## src/hw/rtl/psched_pkg.sv

```systemverilog
// shared types and constants for the periodic task scheduler
package psched_pkg;

   // table capacity, one slot is always left unused
   localparam int MAX_TASKS  = 16;
   localparam int CNT_W      = $clog2(MAX_TASKS);
   localparam int TICK_W     = 16;
   localparam int TASK_IDX_W = 4;

   // transaction codes on the request channel
   localparam logic [1:0] FUNC_TICK = 2'd0;
   localparam logic [1:0] FUNC_SCAN = 2'd1;
   localparam logic [1:0] FUNC_ADD  = 2'd2;

   // one task table entry
   typedef struct packed {
      logic [TICK_W-1:0] period;
      logic [TICK_W-1:0] last_run;
   } ent_type;

   // one result transaction
   typedef struct packed {
      logic [TASK_IDX_W-1:0] task_index;
      logic                  due;
      logic                  accepted;
      logic                  last;
   } rsp_type;

endpackage

```

## src/hw/rtl/psched_mem.sv

```systemverilog
// task table memory, one read and one write port, registered read data
module psched_mem (
   input  logic                   clock,
   input  logic                   rd_en,
   input  logic [psched_pkg::CNT_W-1:0] rd_addr,
   output psched_pkg::ent_type    rd_data,
   input  logic                   wr_en,
   input  logic [psched_pkg::CNT_W-1:0] wr_addr,
   input  psched_pkg::ent_type    wr_data
);
   import psched_pkg::*;

   ent_type mem [MAX_TASKS];
   ent_type rd_data_ff;

   // synchronous read, data held while no read is issued
   always_ff @(posedge clock) begin
      if (rd_en) begin
         rd_data_ff <= mem[rd_addr];
      end
      if (wr_en) begin
         mem[wr_addr] <= wr_data;
      end
   end

   assign rd_data = rd_data_ff;

endmodule

```

## src/hw/rtl/psched_out.sv

```systemverilog
// result output register on the rsp channel
module psched_out (
   input  logic                clock,
   input  logic                reset,
   input  logic                load,
   input  psched_pkg::rsp_type load_data,
   output logic                busy,
   output logic                rsp_valid,
   input  logic                rsp_ready,
   output logic [psched_pkg::TASK_IDX_W-1:0] rsp_task_index,
   output logic                rsp_due,
   output logic                rsp_accepted,
   output logic                rsp_last
);
   import psched_pkg::*;

   logic    valid_ff;
   logic    valid_in;
   rsp_type data_ff;

   // register stays full until the transaction is taken
   assign busy     = valid_ff && !rsp_ready;
   assign valid_in = load || busy;

   always_ff @(posedge clock) begin
      if (reset) begin
         valid_ff <= 1'b0;
      end else begin
         valid_ff <= valid_in;
      end
   end

   always_ff @(posedge clock) begin
      if (load) begin
         data_ff <= load_data;
      end
   end

   assign rsp_valid      = valid_ff;
   assign rsp_task_index = data_ff.task_index;
   assign rsp_due        = data_ff.due;
   assign rsp_accepted   = data_ff.accepted;
   assign rsp_last       = data_ff.last;

endmodule

```

## src/hw/rtl/periodic_task_scheduler_core.sv

```systemverilog
// Periodic task scheduler: a table of up to MAX_TASKS-1 periodic tasks kept in one
// synchronous memory of {period, last-run} words, plus a 16-bit wrapping tick counter.
// Any request waits while a scan is running; an add also waits while the result
// register is still full and not being taken. A scan whose counter has changed walks
// the stored tasks with one memory read per entry, the due task's new last-run time
// written back in the same cycle as its due check, and the walk holds while the
// result channel stalls; the last due task, if any, gives the final result. Each
// due task is reported one result late so that the final one can carry the last flag.
module periodic_task_scheduler_core (
   input  logic        clock,
   input  logic        reset,
   input  logic        req_valid,
   output logic        req_ready,
   input  logic [1:0]  req_func,
   input  logic [15:0] req_period,
   output logic        rsp_valid,
   input  logic        rsp_ready,
   output logic [3:0]  rsp_task_index,
   output logic        rsp_due,
   output logic        rsp_accepted,
   output logic        rsp_last
);
   import psched_pkg::*;

   localparam logic [1:0] S_IDLE  = 2'd0;
   localparam logic [1:0] S_EVAL  = 2'd1;
   localparam logic [1:0] S_FLUSH = 2'd2;

   logic [1:0]        state_ff, state_in;
   logic [CNT_W-1:0]  idx_ff, idx_in;
   logic [CNT_W-1:0]  count_ff, count_in;
   logic [CNT_W-1:0]  pend_idx_ff, pend_idx_in;
   logic              pend_vld_ff, pend_vld_in;
   logic [TICK_W-1:0] tick_ff, tick_in;
   logic [TICK_W-1:0] scanned_ff, scanned_in;

   logic              rd_en;
   logic [CNT_W-1:0]  rd_addr;
   ent_type           rd_data;
   logic              wr_en;
   logic [CNT_W-1:0]  wr_addr;
   ent_type           wr_data;

   logic              out_load;
   rsp_type           out_data;
   logic              out_busy;

   logic              req_accept;
   logic [CNT_W-1:0]  idx_nxt;
   logic [TICK_W-1:0] elapsed;
   logic              is_due;

   psched_mem u_mem (
      .clock   (clock),
      .rd_en   (rd_en),
      .rd_addr (rd_addr),
      .rd_data (rd_data),
      .wr_en   (wr_en),
      .wr_addr (wr_addr),
      .wr_data (wr_data)
   );

   psched_out u_out (
      .clock          (clock),
      .reset          (reset),
      .load           (out_load),
      .load_data      (out_data),
      .busy           (out_busy),
      .rsp_valid      (rsp_valid),
      .rsp_ready      (rsp_ready),
      .rsp_task_index (rsp_task_index),
      .rsp_due        (rsp_due),
      .rsp_accepted   (rsp_accepted),
      .rsp_last       (rsp_last)
   );

   // only an add needs the result register free at acceptance
   assign req_ready  = (state_ff == S_IDLE) && (!out_busy || (req_func != FUNC_ADD));
   assign req_accept = req_valid && req_ready;

   // due check on the entry just read
   assign idx_nxt = idx_ff + CNT_W'(1);
   assign elapsed = tick_ff - rd_data.last_run;
   assign is_due  = elapsed >= rd_data.period;

   // sequencer: request decode, table walk, final result
   always_comb begin
      state_in    = state_ff;
      idx_in      = idx_ff;
      count_in    = count_ff;
      pend_idx_in = pend_idx_ff;
      pend_vld_in = pend_vld_ff;
      tick_in     = tick_ff;
      scanned_in  = scanned_ff;
      rd_en       = 1'b0;
      rd_addr     = idx_ff;
      wr_en       = 1'b0;
      wr_addr     = idx_ff;
      wr_data     = '{period: rd_data.period, last_run: tick_ff};
      out_load    = 1'b0;
      out_data    = '{task_index: TASK_IDX_W'(pend_idx_ff), due: 1'b1,
                      accepted: 1'b0, last: 1'b0};

      unique case (state_ff)
         S_IDLE: begin
            if (req_accept) begin
               unique case (req_func)
                  FUNC_TICK: begin
                     tick_in = tick_ff + TICK_W'(1);
                  end
                  FUNC_SCAN: begin
                     if (tick_ff != scanned_ff) begin
                        scanned_in = tick_ff;
                        if (count_ff != '0) begin
                           rd_en    = 1'b1;
                           rd_addr  = '0;
                           idx_in   = '0;
                           state_in = S_EVAL;
                        end
                     end
                  end
                  FUNC_ADD: begin
                     out_load = 1'b1;
                     if ((req_period == '0) || (count_ff == CNT_W'(MAX_TASKS - 1))) begin
                        out_data = '{task_index: '0, due: 1'b0, accepted: 1'b0,
                                     last: 1'b1};
                     end else begin
                        wr_en    = 1'b1;
                        wr_addr  = count_ff;
                        wr_data  = '{period: req_period,
                                     last_run: tick_ff + TICK_W'(count_ff) + TICK_W'(1)};
                        count_in = count_ff + CNT_W'(1);
                        out_data = '{task_index: TASK_IDX_W'(count_ff), due: 1'b0,
                                     accepted: 1'b1, last: 1'b1};
                     end
                  end
                  default: begin
                  end
               endcase
            end
         end
         S_EVAL: begin
            // hold here while a pending result cannot be handed on
            if (!(is_due && pend_vld_ff && out_busy)) begin
               if (is_due) begin
                  out_load    = pend_vld_ff;
                  wr_en       = 1'b1;
                  pend_idx_in = idx_ff;
                  pend_vld_in = 1'b1;
               end
               if (idx_nxt == count_ff) begin
                  state_in = S_FLUSH;
               end else begin
                  rd_en   = 1'b1;
                  rd_addr = idx_nxt;
                  idx_in  = idx_nxt;
               end
            end
         end
         S_FLUSH: begin
            // last due task closes the scan
            out_data.last = 1'b1;
            if (!pend_vld_ff) begin
               state_in = S_IDLE;
            end else if (!out_busy) begin
               out_load    = 1'b1;
               pend_vld_in = 1'b0;
               state_in    = S_IDLE;
            end
         end
         default: begin
            state_in = S_IDLE;
         end
      endcase
   end

   // control state
   always_ff @(posedge clock) begin
      if (reset) begin
         state_ff    <= S_IDLE;
         idx_ff      <= '0;
         count_ff    <= '0;
         pend_vld_ff <= 1'b0;
         tick_ff     <= '0;
         scanned_ff  <= '0;
      end else begin
         state_ff    <= state_in;
         idx_ff      <= idx_in;
         count_ff    <= count_in;
         pend_vld_ff <= pend_vld_in;
         tick_ff     <= tick_in;
         scanned_ff  <= scanned_in;
      end
   end

   always_ff @(posedge clock) begin
      pend_idx_ff <= pend_idx_in;
   end

`ifndef SYNTH
   // table never fills its spare slot
   a_count_max: assert property (@(posedge clock) disable iff (reset)
      count_ff <= CNT_W'(MAX_TASKS - 1))
      else $error("task count beyond capacity");

   // walk stays inside the stored tasks
   a_idx_range: assert property (@(posedge clock) disable iff (reset)
      (state_ff == S_EVAL) |-> (idx_ff < count_ff))
      else $error("scan index past task count");

   // no pending due task survives the end of a scan
   a_pend_idle: assert property (@(posedge clock) disable iff (reset)
      (state_ff == S_IDLE) |-> !pend_vld_ff)
      else $error("pending result left when idle");

   // a scan on a changed counter with stored tasks starts the walk
   a_scan_start: assert property (@(posedge clock) disable iff (reset)
      (req_accept && (req_func == FUNC_SCAN) && (tick_ff != scanned_ff)
       && (count_ff != '0)) |=> (state_ff == S_EVAL) && (idx_ff == '0))
      else $error("scan did not start walk");
`endif

endmodule
```

## config.mk

```make
export PLATFORM = sky130hd
export DESIGN_NAME = periodic_task_scheduler_core
export DESIGN_NICKNAME = d
export VERILOG_FILES = /design/src/hw/rtl/psched_pkg.sv /design/src/hw/rtl/psched_mem.sv /design/src/hw/rtl/psched_out.sv /design/src/hw/rtl/periodic_task_scheduler_core.sv
export SDC_FILE = /design/constraint.sdc
export NUM_CORES = 1
export LEC_CHECK = 0
export BUFFER_PORTS_ARGS = -buffer_cell sky130_fd_sc_hd__buf_4
export CAP_MARGIN = 10
export CELL_PAD_IN_SITES_DETAIL_PLACEMENT = 1
export CELL_PAD_IN_SITES_GLOBAL_PLACEMENT = 1
export CORE_MARGIN = 10
export CORE_UTILIZATION = 40
export DETAILED_ROUTE_END_ITERATION = 6
export PLACE_DENSITY_LB_ADDON = 0.1
export SLEW_MARGIN = 20
export SYNTH_ARGS = -nofsm -noshare
export SYNTH_HDL_FRONTEND = slang
export SYNTH_SLANG_ARGS = --single-unit
export TNS_END_PERCENT = 5
```

## constraint.sdc

```tcl
create_clock -name clock -period 6.4 [get_ports clock]
set_input_delay 0.64 -clock clock [delete_from_list [all_inputs] [get_ports clock]]
set_output_delay 0.64 -clock clock [all_outputs]
set_load 0.05 [all_outputs]
```

Word level (Yosys, flattened, before mapping)
Memory sizes are Yosys's and may differ from the RTL's. A register that Yosys moved wholly into a read port is not among the register bits.
Index checks and enable logic that the tools add are counted.

word-level totals
  memories kept = 1
  output and inout bits = 9
  input port bits = 22
  word-level logic and storage cells = 116
  RAM bits = 512
  flip-flop bits (word level) = 55

memories
  name       depth  width  rd ports  clocked after Yosys merged registers in  wr ports  RTL line          RTL
  u_mem.mem  16     32     1         1                                        1         psched_mem.sv:13  ent_type mem [MAX_TASKS];

cells by class
  muxes and demuxes = 56
  reduce and logical (&&, ||, !) cells = 22
  equality and inequality tests = 16
  bitwise logic cells = 2
  add/sub/neg operators = 6
  magnitude comparators = 1

operator list
  operator               count
  $mux 32                4
  $mux 4                 10
  $add 16x1->16 const B  2
  $mux 1                 23
  $mux 7                 3
  $add 16x4->16          1
  $ge 16x16->1           1
  $logic_not 16->1       1
  $mux 2                 8
  $ne 16x16->1           1
  $sub 16x16->16         1
  $reduce_and 3->1       4
  $ne 2x2->1 const B     5
  $add 4x1->4 const B    2
  $pmux 1 s2             4
  $pmux 4 s2             1
  $reduce_and 4->1       2
  $reduce_and 7->1       1
  $mux 6                 1
  $ne 2x1->1 const B     3
  $pmux 2 s3             1
  $logic_and 1x1->1      5
  $eq 2x1->1 const B     2
  $eq 2x2->1 const B     2
  10 further kinds       15

Longest topological paths before layout
  word-level depth = 10
  gate-level depth with buffers = 25
  mapped depth without buffers = 21

By module
Synthesis repeated with hierarchy kept, for this count alone.

unflattened totals
  cells, all modules = 1388
  area, all modules = 24681.2 um^2

modules (own cells, without submodules)
  module                        cells each  instances  sequential area each (um^2)  area an instance (um^2)
  psched_mem                    838         1          16335.7                      20155.6
  periodic_task_scheduler_core  540         1          980.9                        4271.6
  psched_out                    10          1          230.2                        254.0

Least setup slack after synthesis
No wires, ideal clock.

  path kind = register to register
  start = reg tick_ff[0]
  end = mem u_mem.mem[13][0] (netlist bit), enable pin
  cell stages (with the launch flop) = 22
  buffers on the path = 1
  setup slack = 0.544 ns
  required time = 5.979 ns
  setup time = 0.421 ns
  period minus slack after synthesis = 5.856 ns
  data arrival time = 5.435 ns
  cell sequence = dfxtp_1 > clkbuf_1 > inv_1 > ha_1 > fa_1 > nor2b_1 > o21ai_0 > a21boi_0 > o21ai_0 > a21boi_0 > o2111ai_1 > a31oi_1 > o211ai_1 > ha_1 > nor2b_1 > or4_4 > a2111oi_4 > nor4_1 > and2_1 > nand2_1 > o22a_1 > nor2_1

between the ends
  word-level cells in the longest chain between the ends = 8
  elaborated cells between the ends (all ways) = 9
  those cells by class = 1 x add/sub; 1 x order compare; 5 x mux; 2 x reduce/logical

ends and longest elaborated chain
  item                              RTL line                             RTL
  from (decl)                       periodic_task_scheduler_core.sv:34   logic [TICK_W-1:0] tick_ff, tick_in;
  from (signal assigned)            periodic_task_scheduler_core.sv:191  tick_ff <= tick_in;
  $sub 16x16->16 (*)                periodic_task_scheduler_core.sv:83   assign elapsed = tick_ff - rd_data.last_run;
  $ge 16x16->1 (*)                  periodic_task_scheduler_core.sv:84   assign is_due = elapsed >= rd_data.period;
  $logic_and 1x1->1 (2 in a row)    periodic_task_scheduler_core.sv:144  if (!(is_due && pend_vld_ff && out_busy)) begin
  $mux 1 (*)                        periodic_task_scheduler_core.sv:144
  $pmux 1 s2 (*)                    periodic_task_scheduler_core.sv:104  unique case (state_ff)
  $mux 1 (*)                        psched_mem.sv:21                     if (wr_en) begin
  $mux 1 (implied by the code) (*)  psched_mem.sv:22                     mem[wr_addr] <= wr_data;
  to (decl)                         psched_mem.sv:13

Mark *: on every way between the ends. The rest lies on a longest branch, timed or not.

Worst setup path in the final report
  start = reg tick_ff[1]
  end = reg u_mem.rd_data[26] (netlist name)

between the ends
  word-level cells in the longest chain between the ends = 6
  elaborated cells between the ends (all ways) = 15
  those cells by class = 1 x add/sub; 1 x order compare; 1 x eq/ne; 10 x mux; 2 x reduce/logical

ends and longest elaborated chain
  item                                      RTL line
  $sub 16x16->16                            periodic_task_scheduler_core.sv:83
  $ge 16x16->1                              periodic_task_scheduler_core.sv:84
  $logic_and 1x1->1 (2 in a row)            periodic_task_scheduler_core.sv:144
  $mux 4 or $mux 1 (tied branches)          n/a
  $pmux 4 s2 or $pmux 1 s2 (tied branches)  periodic_task_scheduler_core.sv:104

Parallel ways exist; a longest one is shown, timed or not.
A chain may end at the register's enable or synchronous reset.

==> results.txt <==
The run finished with clean final reports. The number of input and output port buffers inserted came out at 30. The total design power is 8.033 mW.

The post-place instance area is 0.02675 mm². Clock-pin slew was measured on the worst setup and hold paths at 0.06 ns. Summing every instance area after synthesis gives 0.02488 mm². By area, the combinational part of the netlist is dominated by multiplexers. The slowest stage of the critical path belongs to the cell sky130_fd_sc_hd__or4_4. The required time of the worst setup path came out at 6.76 ns.

Setup repair after global routing left no endpoint under its margin. The buffer cell driving the clock tree root is sky130_fd_sc_hd__clkbuf_16. The net count of the mapped netlist is 1,583.

The final design area excluding fillers came out at 0.02895 mm². The worst path setup slack after routing came out at 0.3931 ns. The final critical path time including I/O delays and setup came out at 6.007 ns. Ranked by total cell area, the synthesized netlist is headed by sky130_fd_sc_hd__edfxtp_1 (67%), sky130_fd_sc_hd__mux4_2 (5.9%), sky130_fd_sc_hd__mux2_2 (5.5%). The detail-routed net length per standard cell is 27.16 µm. The total length of routed wires came out at 68,400 µm. The net switching share of the total power came out at 20.73%.

The power spent charging and discharging nets came out at 1.665 mW. Cells with a size suffix above 1 make up 26.47% of the layout. The number of global-route vias before repair is 14,450. In this run the worst setup path terminates at u_mem.rd_data[26]$_DFFE_PP_. The number of top-level pins came out at 31. The area share of the largest cell type after synthesis is 66.98%. The critical path goes through buf_4 -> ha_1 -> nor2b_1 -> o21ai_0 -> a21boi_0 -> o211ai_1 -> a21oi_1 -> o31ai_1 -> o21bai_1 -> a21oi_1 -> xnor2_1 -> ha_1 -> a21oi_1 -> nor2b_1 -> or4_4 -> a2111oi_4 -> buf_4 -> o21ai_4 -> mux2i_4 -> buf_12 -> buf_4 -> mux2_2 -> o22ai_1 -> nor4_2.

The post-cts hold buffer count is 0. The maximum clock insertion buffer count came out at 3. The number of fill cells came out at 5,890. The final standard cell utilization of the core came out at 47.00%. The synthesized netlist contains 61 unique library cells. The effective utilization at floorplan is 40.39%.

Combinational logic is responsible for 1.4% of the overall power. For the pin with the worst max-slew slack, the measured transition is 1.065 ns. The clock net in this run drives a total of 599 sinks. The share of cell area taken by muxes after synthesis is 12.70%. The number of diodes added for antenna fixing came out at 0.

The vertical extent of the die came out at 269.4 µm. The kind of critical path is reg -> reg. The fraction of synthesized cell area in xor and xnor cells is 2.112%.

In the final design database the tool counted 1,691 nets. The pre-antenna-repair detailed-routing pass consisted of 5 iterations. TritonCTS built the clock tree.

By count the netlist is led by sky130_fd_sc_hd__edfxtp_1 (555), sky130_fd_sc_hd__nor2_1 (138), sky130_fd_sc_hd__mux2_2 (121). The worst pin sits at a relative slew slack of 28.68%. The overall die width came out at 269.4 µm. The count of warnings emitted by yosys came out at 0. The largest vdd supply drop is 0.2107 mV. The total power divided by cell area came out at 277.5 mW/mm². The peak per-stage delay on the critical path is 0.43 ns. The area taken by flip-flops and latches is 0.01755 mm². The min-delay analysis places its worst path in the category in -> reg. The worst slack at placement is 0.2425 ns.

The final antenna-violating net count came out at 0. The aggregate global-route resource usage came out at 18.71%. For this run, design rule violations remaining after detail routing come to 0. Based on the critical path, the design can be clocked at up to 0.1665 GHz.

Along the worst path, the maximum fanout reaches 24. The adder and majority gate portion of the synthesized area came out at 2.122%. The per-cell via count in the routed design came out at 5.413. Hold is met by 0.3608 ns. Dividing the final minimum period by the clock period gives 93.86%. For the worst flop-to-flop path, the logic depth is 24. The largest total area in the synthesized netlist belongs to sky130_fd_sc_hd__edfxtp_1. In this run the critical register-to-register path is launched from tick_ff[1]$_SDFFE_PP0P_. The post-synthesis share of cell area spent on and, or, nand and nor gates is 6.090%.

CTS built an H-tree with a depth of 3. In this run the most critical hold path is launched from rsp_ready. For this block, the via count after detailed routing is 13,630. The total congestion overflow is 0.

The average cell area after synthesis came out at 16.37 µm². The compound-cell area share of the yosys netlist came out at 3.973%. The number of hold violations in the final report is 0. The first global-routing pass estimated 100,100 µm of wire. In the post-synthesis netlist, the cell with the most instances is sky130_fd_sc_hd__edfxtp_1. Detailed placement ended at an HPWL of 40,440 µm. Sequential cells account for 52.9% of the total power.

The slack of the worst reg-to-reg path came out at 0.39 ns. The number of instances in the synthesized netlist came out at 1,520. The area growth from synthesis to layout is 16.36%.

The clock network fraction of total power is 45.7%. After detailed placement, the design holds a cell count of 2,392. In this run the standard cell core region covers 0.06160 mm².

The initial detailed-routing violation count came out at 1,016. The final setup TNS came out at 0 ns. The area occupied by multi-input gates came out at 0.006974 mm². The count of state elements after synthesis came out at 599. The number of antenna violations at the first check in global routing came out at 0. The maximum number of pins on one net before global-route repair came out at 70.

In this run the critical register-to-register path is captured at u_mem.rd_data[26]$_DFFE_PP_. The cell leakage power came out at 9.491 nW. STA classifies the critical path startpoint as a flop. The number of violations of the max-capacitance limit is 0. The row count is 91.

The top flip-flop cell by instance count after synthesis is sky130_fd_sc_hd__edfxtp_1. The number of non-filler instances in the completed layout is 2,518. The internal portion of total power is 6.368 mW.

The weighted congestion at the end of routability-driven global placement came out at 0.8074. For this run, the register share of the synthesized area comes to 70.52%. The worst-case clock skew is 0.02374 ns. In the synthesized netlist the async set-or-reset flop fraction comes to 0%.

Data arrives at the worst endpoint at 6.37 ns. The floorplan step defined a die boundary enclosing 0.07258 mm². The number of buffers added by the clock tree synthesis step is 68. The startpoint of the worst setup timing path is tick_ff[1]$_SDFFE_PP0P_.

STA classifies the critical path endpoint as a flop. The count of flip-flops with a built-in enable after synthesis is 555. Setup violations remaining at the end of the flow were counted as 0. The insertion delay to the later sink of the worst-skew pair is 0.62 ns. The max-slew violation total from the final report came out at 0.
[final cells by class]
type / count / area share, %
well taps: 837 / 3.617
inverters: 50 / 0.6483
repair buffers: 116 / 3.855
flip-flops and latches: 599 / 60.61
multi-input cells: 793 / 24.09
clock inverters: 30 / 0.9119
clock buffers: 93 / 6.271
[worst min-delay path by stage]
stage / cells past startpoint / to / slack, ns
floorplan: 0 / pend_idx_ff[0]$_DFFE_PN_ / 0.43
CTS: 3 / u_out.rsp_valid$_SDFF_PP0_ / 0.33
global placement: 2 / scanned_ff[14]$_SDFFE_PP0P_ / 0.49
global route: 3 / u_out.rsp_valid$_SDFF_PP0_ / 0.36
detailed placement: 2 / scanned_ff[5]$_SDFFE_PP0P_ / 0.51
finish: 3 / u_out.rsp_valid$_SDFF_PP0_ / 0.36
[timing repair]
item,4_1_cts,5_1_grt
gates resized for setup,0,6
setup endpoints to repair,0,223
setup buffers,0,3
hold endpoints to repair,0,0
[per-layer routing]
layer	up-vias	global-route usage [%]	share of wire, %
met1	7187	26.01	46
met3	89	2.885	3.7
met2	267	30.22	48
met5	-	0	0
li1	6087	-	-
met4	0	5.056	2.2
[flip-flops by register name, summed over array words and instances (netlist names), 2 cells and up]
register,flops
scanned_ff,16
tick_ff,16
pend_idx_ff,4
u_mem.mem,512
state_ff,2
count_ff,4
u_mem.rd_data,32
idx_ff,4
u_out.rsp_task_index,4
[power by group through the flow]
stage	combinational (mW)	sequential, mW	clock [mW]
after CTS	0.112	4.25	3.76
final	0.111	4.25	3.67
after floorplan	0.0515	4.34	0
after detailed placement	0.111	4.33	0
after global routing	0.122	4.25	3.91
after global placement	0.109	4.33	0
[critical path: cells and delay by family (launching register included)]
| family | cells | cell delay [ns] |
|---|---|---|
| compound gates | 11 | 2.24 |
| xor+xnor | 1 | 0.18 |
| fa+ha+maj | 2 | 0.58 |
| buf+inv | 4 | 0.99 |
| flops | 1 | 0.31 |
| mux | 2 | 0.66 |
| simple gates | 4 | 0.72 |
[layout by cell type (no fill, tap or decap), types with 18 or more instances in the layout]
cell type / n
sky130_fd_sc_hd__ha_1: 39
sky130_fd_sc_hd__clkbuf_16: 68
sky130_fd_sc_hd__xnor2_1: 22
sky130_fd_sc_hd__edfxtp_1: 555
sky130_fd_sc_hd__nor4_1: 32
sky130_fd_sc_hd__clkbuf_1: 23
sky130_fd_sc_hd__mux2_2: 121
sky130_fd_sc_hd__nor2_1: 122
sky130_fd_sc_hd__a21oi_1: 22
sky130_fd_sc_hd__buf_12: 18
sky130_fd_sc_hd__xor2_1: 28
sky130_fd_sc_hd__o21ai_0: 34
sky130_fd_sc_hd__nand2_1: 61
sky130_fd_sc_hd__mux4_2: 65
sky130_fd_sc_hd__dfxtp_1: 44
sky130_fd_sc_hd__inv_1: 50
sky130_fd_sc_hd__mux2i_1: 24
sky130_fd_sc_hd__o22ai_1: 62
sky130_fd_sc_hd__buf_4: 97
[cells by family after synthesis]
family,count (synthesis)
flops,599
simple gates,318
mux,217
compound gates,157
buf+inv,128
xor+xnor,60
fa+ha+maj,41
(Power assumes the default switching activity.)
